[config.mk]
export PLATFORM = sky130hd
export DESIGN_NAME = brc_div
export DESIGN_NICKNAME = d
export VERILOG_FILES = /design/src/hdl/brc_pkg.sv /design/src/hdl/brc_div.sv
export SDC_FILE = /design/constraint.sdc
export NUM_CORES = 2
export LEC_CHECK = 0
export BUFFER_PORTS_ARGS = -buffer_cell sky130_fd_sc_hd__buf_4
export CORE_UTILIZATION = 55
export CTS_CLUSTER_DIAMETER = 200
export DETAILED_ROUTE_END_ITERATION = 8
export MAX_ROUTING_LAYER = met4
export PLACE_DENSITY = 0.71
export SYNTH_ARGS = -nofsm -noshare
export SYNTH_HDL_FRONTEND = slang
export SYNTH_SLANG_ARGS = --single-unit
[constraint.sdc]
create_clock -name clock -period 4 [get_ports clock]
set_input_delay 0.4 -clock clock [delete_from_list [all_inputs] [get_ports clock]]
set_output_delay 0.4 -clock clock [all_outputs]
set_load 0.01 [all_outputs]
[src/hdl/brc_pkg.sv]
package brc_pkg;

   localparam int BAND_W     = 20;
   localparam int COEF_W     = 24;
   localparam int LIM_W      = 24;
   localparam int CHL_W      = 32;
   localparam int MODE_W     = 2;
   localparam int STAT_W     = 2;
   localparam int CSR_IDX_W  = 3;
   localparam int CSR_DATA_W = 24;
   localparam int NUM_COEF   = 5;

   // ratio datapath
   localparam int DIV_W      = 19;               // positive 20-bit band
   localparam int QUO_W      = DIV_W + 16;       // num * 2^16 / den
   localparam int RATIO_W    = 24;
   localparam int FRAC_BITS  = 20;
   localparam int MANT_W     = 31;               // Q30 mantissa in [1,2)
   localparam int LOG_W      = 26;
   localparam int L_W        = 24;
   localparam int POLY_W     = 36;
   localparam int PSAT_W     = 26;
   localparam int EXP_W      = 29;
   localparam int POW_V_W    = 32;
   localparam int CODE_W     = 33;

   localparam logic signed [30:0] LOG10_2_Q30 = 31'sd323228497;
   localparam logic signed [30:0] LOG2_10_Q28 = 31'sd891723283;
   localparam int NEG_LIMIT = -1048;

   localparam logic [CODE_W-1:0] CHL_MIN_CODE = 33'd66;
   localparam logic [CODE_W-1:0] CHL_MAX_CODE = 33'd6553600;

   localparam logic [MODE_W-1:0] MODE_TWO   = 2'd0;
   localparam logic [MODE_W-1:0] MODE_THREE = 2'd1;
   localparam logic [MODE_W-1:0] MODE_FOUR  = 2'd2;

   localparam logic [STAT_W-1:0] STAT_OK    = 2'd0;
   localparam logic [STAT_W-1:0] STAT_BAND  = 2'd1;
   localparam logic [STAT_W-1:0] STAT_RANGE = 2'd2;

   localparam logic [CSR_IDX_W-1:0] REG_MODE       = 3'd0;
   localparam logic [CSR_IDX_W-1:0] REG_COEF0      = 3'd1;
   localparam logic [CSR_IDX_W-1:0] REG_COEF1      = 3'd2;
   localparam logic [CSR_IDX_W-1:0] REG_COEF2      = 3'd3;
   localparam logic [CSR_IDX_W-1:0] REG_COEF3      = 3'd4;
   localparam logic [CSR_IDX_W-1:0] REG_COEF4      = 3'd5;
   localparam logic [CSR_IDX_W-1:0] REG_RATIO_LOW  = 3'd6;
   localparam logic [CSR_IDX_W-1:0] REG_RATIO_HIGH = 3'd7;

   typedef logic [COEF_W-1:0] coef_type;

   typedef struct packed {
      logic              valid;
      logic [STAT_W-1:0] status;
   } ctl_type;

   function automatic logic [63:0] isqrt64(input logic [63:0] x_arg);
      logic [63:0] x;
      logic [63:0] r;
      logic [63:0] b;
      x = x_arg;
      r = '0;
      b = 64'd1 << 62;
      for (int i = 0; i < 32; i++) begin
         if (x >= r + b) begin
            x = x - (r + b);
            r = (r >> 1) + b;
         end else begin
            r = r >> 1;
         end
         b = b >> 2;
      end
      return r;
   endfunction

   // 2^(2^-k) in Q30, each root taken from the previous one
   function automatic logic [31:0] pow_root(input int k);
      logic [63:0] t;
      t = 64'd1 << 31;
      for (int i = 1; i <= k; i++)
         t = isqrt64(t << 30);
      return t[31:0];
   endfunction

endpackage

[src/hdl/brc_div.sv]
module brc_div (
   input  logic                               clock,
   input  logic                               reset,
   input  logic                               advance,
   input  brc_pkg::ctl_type                   ctl,
   input  logic [brc_pkg::DIV_W-1:0]          num,
   input  logic [brc_pkg::DIV_W-1:0]          den,
   input  logic [brc_pkg::LIM_W-1:0]          ratio_low,
   input  logic [brc_pkg::LIM_W-1:0]          ratio_high,
   output brc_pkg::ctl_type                   ctl_out_ff,
   output logic [brc_pkg::RATIO_W-1:0]        ratio_ff
);
   import brc_pkg::*;

   localparam int STAGES = QUO_W;

   ctl_type          ctl_ff [STAGES];
   logic [DIV_W-1:0] rem_ff [STAGES];
   logic [DIV_W-1:0] den_ff [STAGES];
   logic [QUO_W-1:0] qd_ff  [STAGES];

   // restoring division, one quotient bit per stage
   for (genvar s = 0; s < STAGES; s++) begin : g_div
      ctl_type          ctl_p;
      logic [DIV_W-1:0] rem_p, den_p;
      logic [QUO_W-1:0] qd_p;
      logic [DIV_W:0]   trial;
      logic             take;

      if (s == 0) begin : g_first
         assign ctl_p = ctl;
         assign rem_p = '0;
         assign den_p = den;
         assign qd_p  = {num, 16'b0};
      end else begin : g_next
         assign ctl_p = ctl_ff[s-1];
         assign rem_p = rem_ff[s-1];
         assign den_p = den_ff[s-1];
         assign qd_p  = qd_ff[s-1];
      end

      assign trial = {rem_p, qd_p[QUO_W-1]};
      assign take  = trial >= {1'b0, den_p};

      always_ff @(posedge clock) begin
         if (reset) ctl_ff[s].valid <= 1'b0;
         else if (advance) ctl_ff[s] <= ctl_p;
      end

      always_ff @(posedge clock) begin
         if (advance) begin
            rem_ff[s] <= take ? DIV_W'(trial - {1'b0, den_p}) : trial[DIV_W-1:0];
            den_ff[s] <= den_p;
            qd_ff[s]  <= {qd_p[QUO_W-2:0], take};
         end
      end
   end

   logic [QUO_W-1:0] quo;
   logic             in_range;
   ctl_type          ctl_out_in;

   always_comb begin
      quo        = qd_ff[STAGES-1];
      in_range   = quo > QUO_W'(ratio_low) && quo < QUO_W'(ratio_high);
      ctl_out_in = ctl_ff[STAGES-1];
      if (ctl_out_in.status == STAT_OK && !in_range) ctl_out_in.status = STAT_RANGE;
   end

   always_ff @(posedge clock) begin
      if (reset) ctl_out_ff.valid <= 1'b0;
      else if (advance) ctl_out_ff <= ctl_out_in;
   end

   always_ff @(posedge clock) begin
      if (advance) ratio_ff <= quo[RATIO_W-1:0];
   end

endmodule

==> flow_metrics.env <==
export IMPL_outcome="complete, no violations"
export IMPL_setup_tns_ps=0
export IMPL_slew_headroom=0.299
export IMPL_leakage_nw=47.4
export IMPL_min_period_ps=3810
export IMPL_grt_pass1_wl_um=323000
export IMPL_dp_cells=10700
export IMPL_yosysWarnings=0
export IMPL_synth_fp_nets=8880
export IMPL_cts_buffers=223
export IMPL_hold_viol_final=0
export IMPL_finalCritPeriodShare=0.951
export IMPL_hold_end="qd_ff[0][22]"
export IMPL_clock_skew_ps=46.1
export IMPL_dp_hpwl_um=143000
export IMPL_area_delta_synth_final_pct=11.9
export IMPL_power_mw=91.9
export IMPL_fin_area_mm2=0.120
export IMPL_hold_path_class="primary input to register"
export IMPL_grt_max_degree=152
export IMPL_post_cts_resized=0
export IMPL_fmax_mhz=263
export IMPL_grt_pass1_vias=61300
export IMPL_syn_inst=8061
export IMPL_peakVddDrop_v=0.000478
export IMPL_post_cts_buffers=0
export IMPL_rsz0062_at_grt="no"
export IMPL_synthArstFlopShare=0
export IMPL_dpl_cell_area_mm2=0.112
export IMPL_fin_cells=11200
export IMPL_drcViolationCount=0
export IMPL_ys_ff_latch=2225
export IMPL_cp_start_kind="register"
export IMPL_drive_gt1_frac=0.117
export IMPL_clkLatencyLatePin_ps=880
export IMPL_num_io_pins=119
export IMPL_synth_area_top_cells="edfxtp_1 (62%), ha_1 (8.1%), mux2_2 (4.1%)"
export IMPL_num_vias=62000
export IMPL_start_util=0.554
export IMPL_postRouteAntennaNets=0
export IMPL_grt_overflow=0
export IMPL_antennaDiodeCount=0
export IMPL_nets=9254
export IMPL_reg2reg_depth=13
export IMPL_hold_ws_ps=70.4
export IMPL_gp_congestion=0.907
export IMPL_synth_edf_count=2224
export IMPL_vias_per_cell=5.56
export IMPL_setup_viol=0
export IMPL_rr_startpoint="qd_ff[3][34]"
export IMPL_path_max_fanout=16
export IMPL_yosys_most_used_dff="edfxtp_1"
export IMPL_pre_cts_ws_ps=332
export IMPL_holdPathStages=1
export IMPL_max_clock_path_buffers=3
export IMPL_antenna_found_initial=0
export IMPL_power_density_mw_per_mm2=769
export IMPL_die_w_um=443
export IMPL_worst_slew_pin_slew_ps=1050
export IMPL_synth_cell_types=85
export IMPL_maxSlewViolCount=0
export IMPL_tritoncts="built"
export IMPL_final_util=0.620
export IMPL_synth_seq_area_share=0.625
export IMPL_wl_per_cell_um=18.1
export IMPL_synth_top_area_share=0.625
export IMPL_finalWirelength_um=201000
export IMPL_reg2reg_to="rem_ff[4][2]"
export IMPL_setup_slack_ps=195
export IMPL_io_buffers=118
export IMPL_clkTransAtPathRegs_ps=60
export IMPL_die_area_mm2=0.196
export IMPL_first_iter_violations=4759
export IMPL_synth_area_mm2=0.107
export IMPL_maxCapViolations=0
export IMPL_r2r_slack_ps=190
export IMPL_clockRootBuffer="clkbuf_16"
export IMPL_htree_levels=4
export IMPL_cts_sink_count=2225
export IMPL_criticalPathCategory="register to register"
export IMPL_avgSynthCellArea_um2=13.3
export IMPL_core_area_mm2=0.193
export IMPL_rows=161
export IMPL_grt_total_usage=0.210
export IMPL_detail_route_first_pass_iterations=8
export IMPL_synth_largest_area_cell="edfxtp_1"
export IMPL_critical_path_required_ps=4590
export IMPL_die_h_um=443
export IMPL_hold_buffers=42
export IMPL_end_kind="register"
export IMPL_min_from="advance"
export IMPL_critPathArrivalTime_ps=4400
[synth_stat cells, drive strengths merged (34+ instances only)]
library cell and number:
mux2 400, nor2 418, edfxtp 2224, nor3 122
a21o 206, nand2 414, o21ai 403, o21bai 43
nand2b 77, inv 888, a21boi 54, a31oi 69
xor2 162, mux2i 51, o21a 101, nand3 104
a21oi 495, nand4 67, nor2b 105, and3 34
buf 47, clkbuf 51, and2 84, a211oi 49
xnor2 315, ha 694
[where the power goes]
group          total, mW  internal (mW)  switching (mW)
Clock               21.5           12.5            8.97
Combinational       35.0           16.5            18.5
Sequential          35.5           32.7            2.86
[worst max-delay path by stage]
stage | from | endpoint | slack, ps | cells past startpoint
4_1_cts | qd_ff[3][34] | rem_ff[4][2] | 280 | 13
3_3_place_gp | qd_ff[3][34] | rem_ff[4][2] | 400 | 13
3_5_place_dp | qd_ff[3][34] | rem_ff[4][2] | 330 | 13
2_1_floorplan | advance | ctl_ff[0][0] | 720 | 2
6_report | qd_ff[3][34] | rem_ff[4][2] | 190 | 13
5_1_grt | den_ff[0][0] | rem_ff[1][15] | 60 | 12
[cells by family (layout without fill, tap and decap cells)]
kind of cell    Yosys count  after routing  share of synthesized area
fa+ha+maj               727            727                     0.0874
buf+inv                 986           1554                     0.0354
xor+xnor                477            477                     0.0391
mux                     451            451                     0.0472
simple gates           1545           1545                     0.0692
compound gates         1650           1650                     0.0967
flops                  2225           2225                      0.625
[worst max-delay path: stages (launching register included)]
cell      delay [ps]
edfxtp_1         360
inv_1            100
ha_1             240
fa_1             240
nor2b_1           70
o31a_1           280
o31ai_1          530
a31o_2           270
o21ai_1           90
o21ai_0          190
nand2_1           90
a211oi_2         480
buf_12           220
mux2_2           350
[cell type report]
type,count,area (um2)
multi-input cells,4850,36400
fillers,14400,73200
well taps,2526,3160
clock inverters,159,1910
clock buffers,260,5740
inverters,888,3330
repair buffers,247,2240
flip-flops and latches,2225,66800
[flip-flops by register name (all words and copies together) (netlist names)]
| name | count |
|---|---|
| ctl_out_ff | 3 |
| rem_ff | 646 |
| ctl_ff | 105 |
| ratio_ff | 24 |
| qd_ff | 801 |
| den_ff | 646 |
[cell usage in the layout, fill, tap and decap left out, drive strengths merged, types with 260 or more instances in the layout]
cell type / n
edfxtp: 2224
inv: 896
ha: 694
a21oi: 495
nor2: 418
nand2: 414
o21ai: 403
mux2: 400
xnor2: 315
clkbuf: 260
[layer usage]
metal  track usage  routed length (um)  vias up
li1              -                   -    30500
met1         0.271               89400    29700
met2         0.346               97700     1435
met3        0.0275                8460      389
met4        0.0671                5860        0
met5             -                   0        -
(Power assumes the default switching activity.)
