**src/hdl/brc_pkg.sv**
```systemverilog
package brc_pkg;

   localparam int BAND_W     = 20;
   localparam int COEF_W     = 24;
   localparam int LIM_W      = 24;
   localparam int CHL_W      = 32;
   localparam int MODE_W     = 2;
   localparam int STAT_W     = 2;
   localparam int CSR_IDX_W  = 3;
   localparam int CSR_DATA_W = 24;
   localparam int NUM_COEF   = 5;

   // ratio datapath
   localparam int DIV_W      = 19;               // positive 20-bit band
   localparam int QUO_W      = DIV_W + 16;       // num * 2^16 / den
   localparam int RATIO_W    = 24;
   localparam int FRAC_BITS  = 20;
   localparam int MANT_W     = 31;               // Q30 mantissa in [1,2)
   localparam int LOG_W      = 26;
   localparam int L_W        = 24;
   localparam int POLY_W     = 36;
   localparam int PSAT_W     = 26;
   localparam int EXP_W      = 29;
   localparam int POW_V_W    = 32;
   localparam int CODE_W     = 33;

   localparam logic signed [30:0] LOG10_2_Q30 = 31'sd323228497;
   localparam logic signed [30:0] LOG2_10_Q28 = 31'sd891723283;
   localparam int NEG_LIMIT = -1048;

   localparam logic [CODE_W-1:0] CHL_MIN_CODE = 33'd66;
   localparam logic [CODE_W-1:0] CHL_MAX_CODE = 33'd6553600;

   localparam logic [MODE_W-1:0] MODE_TWO   = 2'd0;
   localparam logic [MODE_W-1:0] MODE_THREE = 2'd1;
   localparam logic [MODE_W-1:0] MODE_FOUR  = 2'd2;

   localparam logic [STAT_W-1:0] STAT_OK    = 2'd0;
   localparam logic [STAT_W-1:0] STAT_BAND  = 2'd1;
   localparam logic [STAT_W-1:0] STAT_RANGE = 2'd2;

   localparam logic [CSR_IDX_W-1:0] REG_MODE       = 3'd0;
   localparam logic [CSR_IDX_W-1:0] REG_COEF0      = 3'd1;
   localparam logic [CSR_IDX_W-1:0] REG_COEF1      = 3'd2;
   localparam logic [CSR_IDX_W-1:0] REG_COEF2      = 3'd3;
   localparam logic [CSR_IDX_W-1:0] REG_COEF3      = 3'd4;
   localparam logic [CSR_IDX_W-1:0] REG_COEF4      = 3'd5;
   localparam logic [CSR_IDX_W-1:0] REG_RATIO_LOW  = 3'd6;
   localparam logic [CSR_IDX_W-1:0] REG_RATIO_HIGH = 3'd7;

   typedef logic [COEF_W-1:0] coef_type;

   typedef struct packed {
      logic              valid;
      logic [STAT_W-1:0] status;
   } ctl_type;

   function automatic logic [63:0] isqrt64(input logic [63:0] x_arg);
      logic [63:0] x;
      logic [63:0] r;
      logic [63:0] b;
      x = x_arg;
      r = '0;
      b = 64'd1 << 62;
      for (int i = 0; i < 32; i++) begin
         if (x >= r + b) begin
            x = x - (r + b);
            r = (r >> 1) + b;
         end else begin
            r = r >> 1;
         end
         b = b >> 2;
      end
      return r;
   endfunction

   // 2^(2^-k) in Q30, each root taken from the previous one
   function automatic logic [31:0] pow_root(input int k);
      logic [63:0] t;
      t = 64'd1 << 31;
      for (int i = 1; i <= k; i++)
         t = isqrt64(t << 30);
      return t[31:0];
   endfunction

endpackage

```
**src/hdl/brc_front.sv**
```systemverilog
module brc_front (
   input  logic                                clock,
   input  logic                                reset,
   input  logic                                advance,
   input  logic                                in_valid,
   input  logic signed [brc_pkg::BAND_W-1:0]   band_a,
   input  logic signed [brc_pkg::BAND_W-1:0]   band_b,
   input  logic signed [brc_pkg::BAND_W-1:0]   band_c,
   input  logic signed [brc_pkg::BAND_W-1:0]   band_d,
   input  logic        [brc_pkg::MODE_W-1:0]   mode,
   output brc_pkg::ctl_type                    ctl_ff,
   output logic        [brc_pkg::DIV_W-1:0]    num_ff,
   output logic        [brc_pkg::DIV_W-1:0]    den_ff
);
   import brc_pkg::*;

   logic signed [BAND_W-1:0] mn, mx_ab, mx_abc, num, den;
   logic signed [23:0]       b_ext, b_x10, a_ext;
   logic                     ok, good;
   ctl_type                  ctl_in;
   logic [DIV_W-1:0]         num_in, den_in;

   always_comb begin
      mn     = (band_a < band_b) ? band_a : band_b;
      mx_ab  = (band_a > band_b) ? band_a : band_b;
      mx_abc = (band_c > mx_ab) ? band_c : mx_ab;
      b_ext  = 24'(band_b);
      a_ext  = 24'(band_a);
      b_x10  = (b_ext <<< 3) + (b_ext <<< 1);
      case (mode)
         MODE_TWO: begin
            ok  = band_a > 0 && band_b > 0 && a_ext <= b_x10;
            num = band_a;
            den = band_b;
         end
         MODE_THREE: begin
            ok  = band_c > 0 && band_b > 0 && mn >= NEG_LIMIT;
            num = mx_ab;
            den = band_c;
         end
         default: begin
            ok  = band_d > 0 && band_c > 0 && (band_b > 0 || (band_a < 0 && band_b < 0))
                  && mn >= NEG_LIMIT;
            num = mx_abc;
            den = band_d;
         end
      endcase
      good          = ok && num > 0 && den > 0;
      num_in        = good ? num[DIV_W-1:0] : DIV_W'(1);
      den_in        = good ? den[DIV_W-1:0] : DIV_W'(1);
      ctl_in.valid  = in_valid;
      ctl_in.status = good ? STAT_OK : STAT_BAND;
   end

   always_ff @(posedge clock) begin
      if (reset) ctl_ff.valid <= 1'b0;
      else if (advance) ctl_ff <= ctl_in;
   end

   always_ff @(posedge clock) begin
      if (advance) begin
         num_ff <= num_in;
         den_ff <= den_in;
      end
   end

endmodule

```
**config.mk**
```make
export PLATFORM = sky130hd
export DESIGN_NAME = brc_front
export DESIGN_NICKNAME = d
export VERILOG_FILES = /design/src/hdl/brc_pkg.sv /design/src/hdl/brc_front.sv
export SDC_FILE = /design/constraint.sdc
export NUM_CORES = 1
export LEC_CHECK = 0
export BUFFER_PORTS_ARGS = -buffer_cell sky130_fd_sc_hd__buf_2
export CELL_PAD_IN_SITES_DETAIL_PLACEMENT = 2
export CELL_PAD_IN_SITES_GLOBAL_PLACEMENT = 2
export CORE_ASPECT_RATIO = 1.75
export CORE_MARGIN = 2
export CORE_UTILIZATION = 32
export DETAILED_ROUTE_END_ITERATION = 6
export PLACE_DENSITY = 0.84
export SLEW_MARGIN = 20
export SYNTH_ARGS = -nofsm -noshare
export SYNTH_HDL_FRONTEND = slang
export SYNTH_SLANG_ARGS = --single-unit
```
**constraint.sdc**
```tcl
create_clock -name clock -period 7.5 [get_ports clock]
set_input_delay 0.75 -clock clock [delete_from_list [all_inputs] [get_ports clock]]
set_output_delay 0.75 -clock clock [all_outputs]
set_load 0.05 [all_outputs]
```
==> qor.txt <==
status -> finished clean
GRT Util Overall -> 27.6%
PwrDens -> 164 nW/um2
CTS tree -> done
post-route cell area -> 6640 um2
pin count of the biggest net entering global routing -> 43
share of cells above drive strength 1 -> 21.9%
flops & latches, synth -> 40
via count -> 6086
synth unique cells -> 67
vias in the first global route -> 6681
Crit Path Category -> primary input to register
hold slack -> 565 ps
Crit path depth -> 23
routed len/inst -> 25.4 um
DRT Pass-1 Iters -> 6
DP Worst Slack -> 3.34 ps
CP startpoint -> band_b[19]
post-detailed-route count of antenna-violating nets -> 0
Tmin final -> 7050 ps
DP HPWL -> 21.7 mm
P_int -> 610 uW
gpl congestion -> 0.925
R2R depth -> 2
Core Footprint -> 17400 um2
clk_lat worst skew -> 300 ps
clk root buf -> clkbuf_16
switch share -> 44.1%
total power of the final layout -> 1090 uW
Combinational Power Share -> 52.8%
gr ovfl total -> 0
Flop pwr share -> 24.1%
initial core utilization -> 32.4%
skew final -> 0 ps
critical path's largest stage delay -> 550 ps
n_diodes -> 0
reported leakage power -> 0.00290 uW
Hold Path Depth -> 2
Seq/Total Area, Yosys -> 21.2%
chip width -> 104 um
critical hold path startpoint -> ctl_ff[2]
crit end category -> register
total die area -> 18700 um2
Area Overhead vs Synth -> 18.1%
TNS Setup -> 0 ps
Max VDD drop -> 0.119 mV
final WL -> 26.1 mm
first-pass GRT wire length -> 39.6 mm
setup ws final -> 451 ps
Die Y-Extent -> 179 um
Post-synth ARST share -> 0%
Synthesis Warnings -> 0
number of flops mapped to enable cells by yosys -> 39
WP data arrival -> 7070 ps
DRC -> 0
Final Setup Violations -> 0
worst path buffer plus inverter count -> 3
Clock power frac -> 23.1%
clock tree buffer depth -> 2
crit start category -> primary input
predominant post-synthesis flop cell -> edfxtp_1
area of the mapped netlist -> 5630 um2
delay-heaviest family, CP -> compound AO/OA/AOI/OAI gates
crit path max-delay cell type -> o2111a_2
Vias/cell -> 5.91
I/O pins -> 127
mean post-synth cell area -> 8.14 um2
Sink Count -> 40
initial antenna violation count -> 0
total CTS buffers -> 5
maximum clock rate -> 142 MHz
cells after synthesis -> 691
critical path peak fanout -> 30
fin. max-slew vios -> 0
Req. time, crit path -> 7520 ps
I/O Buffers -> 125
area post-placement -> 6430 um2
Worst-Margin Slew -> 978 ps
Max H-tree Level -> 2
critical path, cell by cell -> buf_2 > inv_1 > ha_1 > and4_1 > nand4_2 > a2111o_1 > o2111ai_2 > mux2i_4 > buf_4 > nor2_1 > a21oi_1 > ha_1 > a21o_1 > a21o_1 > a21oi_1 > nor3_1 > a211oi_1 > o221ai_2 > o221ai_2 > nand3_1 > a31oi_1 > o2111a_2 > a211oi_1
clock transition at the registers of the reported paths -> 60 ps
# rows -> 64
Max-Cap Viols -> 0
1st-iter DRT viols -> 216
worst reg2reg path startpoint -> ctl_ff[2]
switching power -> 482 uW
Hold Path Class -> register to register
final hold violations -> 0
Mapped Nets -> 858
fin nets -> 964
crit share post-route -> 94.0%
worst-case headroom to the max-slew limit -> 34.8%
==> metrics by stage <==
step / util [%] / instances
after detailed placement: 37.0 / 1017
after CTS: 38.0 / 1025
after global placement: 37.0 / 1017
after floorplan: - / 691
final: 38.2 / 1029
after global routing: 38.2 / 1029
==> timing repair <==
action,4_1_cts,5_1_grt
setup buffers,0,4
hold buffers,0,0
resized for setup,0,0
setup endpoints to repair,0,20
==> power groups by stage <==
| stage | combinational, uW | clock [uW] | sequential [uW] |
|---|---|---|---|
| after global placement | 537 | 0 | 267 |
| after global routing | 628 | 260 | 264 |
| after CTS | 569 | 255 | 263 |
| after detailed placement | 565 | 0 | 268 |
| final | 577 | 252 | 263 |
| after floorplan | 321 | 0 | 316 |
==> synth_stat cells (7+ instances only) <==
cell type | n | area share (%)
a211oi_1 | 9 | 1.2
a211oi_2 | 12 | 2.7
a21o_1 | 19 | 2.5
a21oi_1 | 83 | 7.4
clkbuf_1 | 22 | 1.5
edfxtp_1 | 39 | 21
ha_1 | 80 | 18
inv_1 | 40 | 2.7
mux2i_1 | 24 | 4.3
nand2_1 | 56 | 3.7
nand3_1 | 14 | 1.2
nand4_1 | 25 | 2.8
nor2_1 | 59 | 3.9
nor2b_1 | 8 | 0.89
nor3_1 | 20 | 1.8
nor4_1 | 11 | 1.2
o211ai_1 | 31 | 4.1
o21a_1 | 7 | 0.93
o21ai_0 | 21 | 1.9
o21bai_1 | 8 | 1.1
xnor2_1 | 12 | 1.9
==> routing by layer <==
layer  part of all wire [%]  track usage (%)  wire (um)
met3                    3.4             2.25        890
met1                     35             27.7       9160
met2                     54             52.7      14100
met4                    7.4             19.3       1920
met5                      0                0          0
==> logic make-up after synthesis <==
group                      Yosys count  synth area share, %
xor gates and xnor gates            17                 2.65
buffers and inverters               76                 5.60
AOI/OAI and AO/OA                  233                 29.0
other                                1               0.0666
DFF                                 40                 21.2
and+or+nand+nor                    217                 18.7
muxes                               26                 4.67
adders and majority gates           81                 18.1
==> registers in the layout, summed over array words and instances, names as in the netlist <==
| name | flops |
|---|---|
| num_ff | 19 |
| ctl_ff | 2 |
| den_ff | 19 |
==> path summary, 6_finish.rpt <==
kind,end,slack (ps)
setup / recovery,den_ff[2],450
hold / removal,ctl_ff[2],560
setup reg to reg,ctl_ff[2],6840
hold reg to reg,ctl_ff[2],560
==> cells in the final DEF (no fill, tap or decap), types with 4 or more instances in the layout <==
cell type	count
nand2_1	56
o21ai_0	21
xor2_1	5
ha_1	80
mux2i_1	23
a211oi_2	12
nand3_1	14
a31oi_1	5
clkbuf_16	5
o21bai_1	8
nor4_1	11
a211oi_1	9
nand4_1	25
buf_4	9
or3_1	4
inv_1	40
o211ai_1	31
nor2b_1	8
o211a_1	5
a21oi_1	83
xnor2_1	12
o21a_1	7
buf_2	125
nor2_1	59
a21o_1	19
edfxtp_1	39
nor3_1	20
or4_1	5
==> area by class of cell <==
| cell class | instances | area (um2) |
|---|---|---|
| Clock inverter | 3 | 42.5 |
| Multi-Input combinational cell | 575 | 4130 |
| Clock buffer | 5 | 125 |
| Timing Repair Buffer | 135 | 713 |
| Sequential cell | 40 | 1190 |
| Fill cell | 2052 | 10700 |
| Tap cell | 231 | 289 |
| Inverter | 40 | 150 |
==> tightest hold or removal path: cells and delay by family (launching register included) <==
kind	cells	cell delay (ps)
muxes	1	80
and+or+nand+nor	1	110
DFF	1	330
Power figures use the tool's default switching activity.
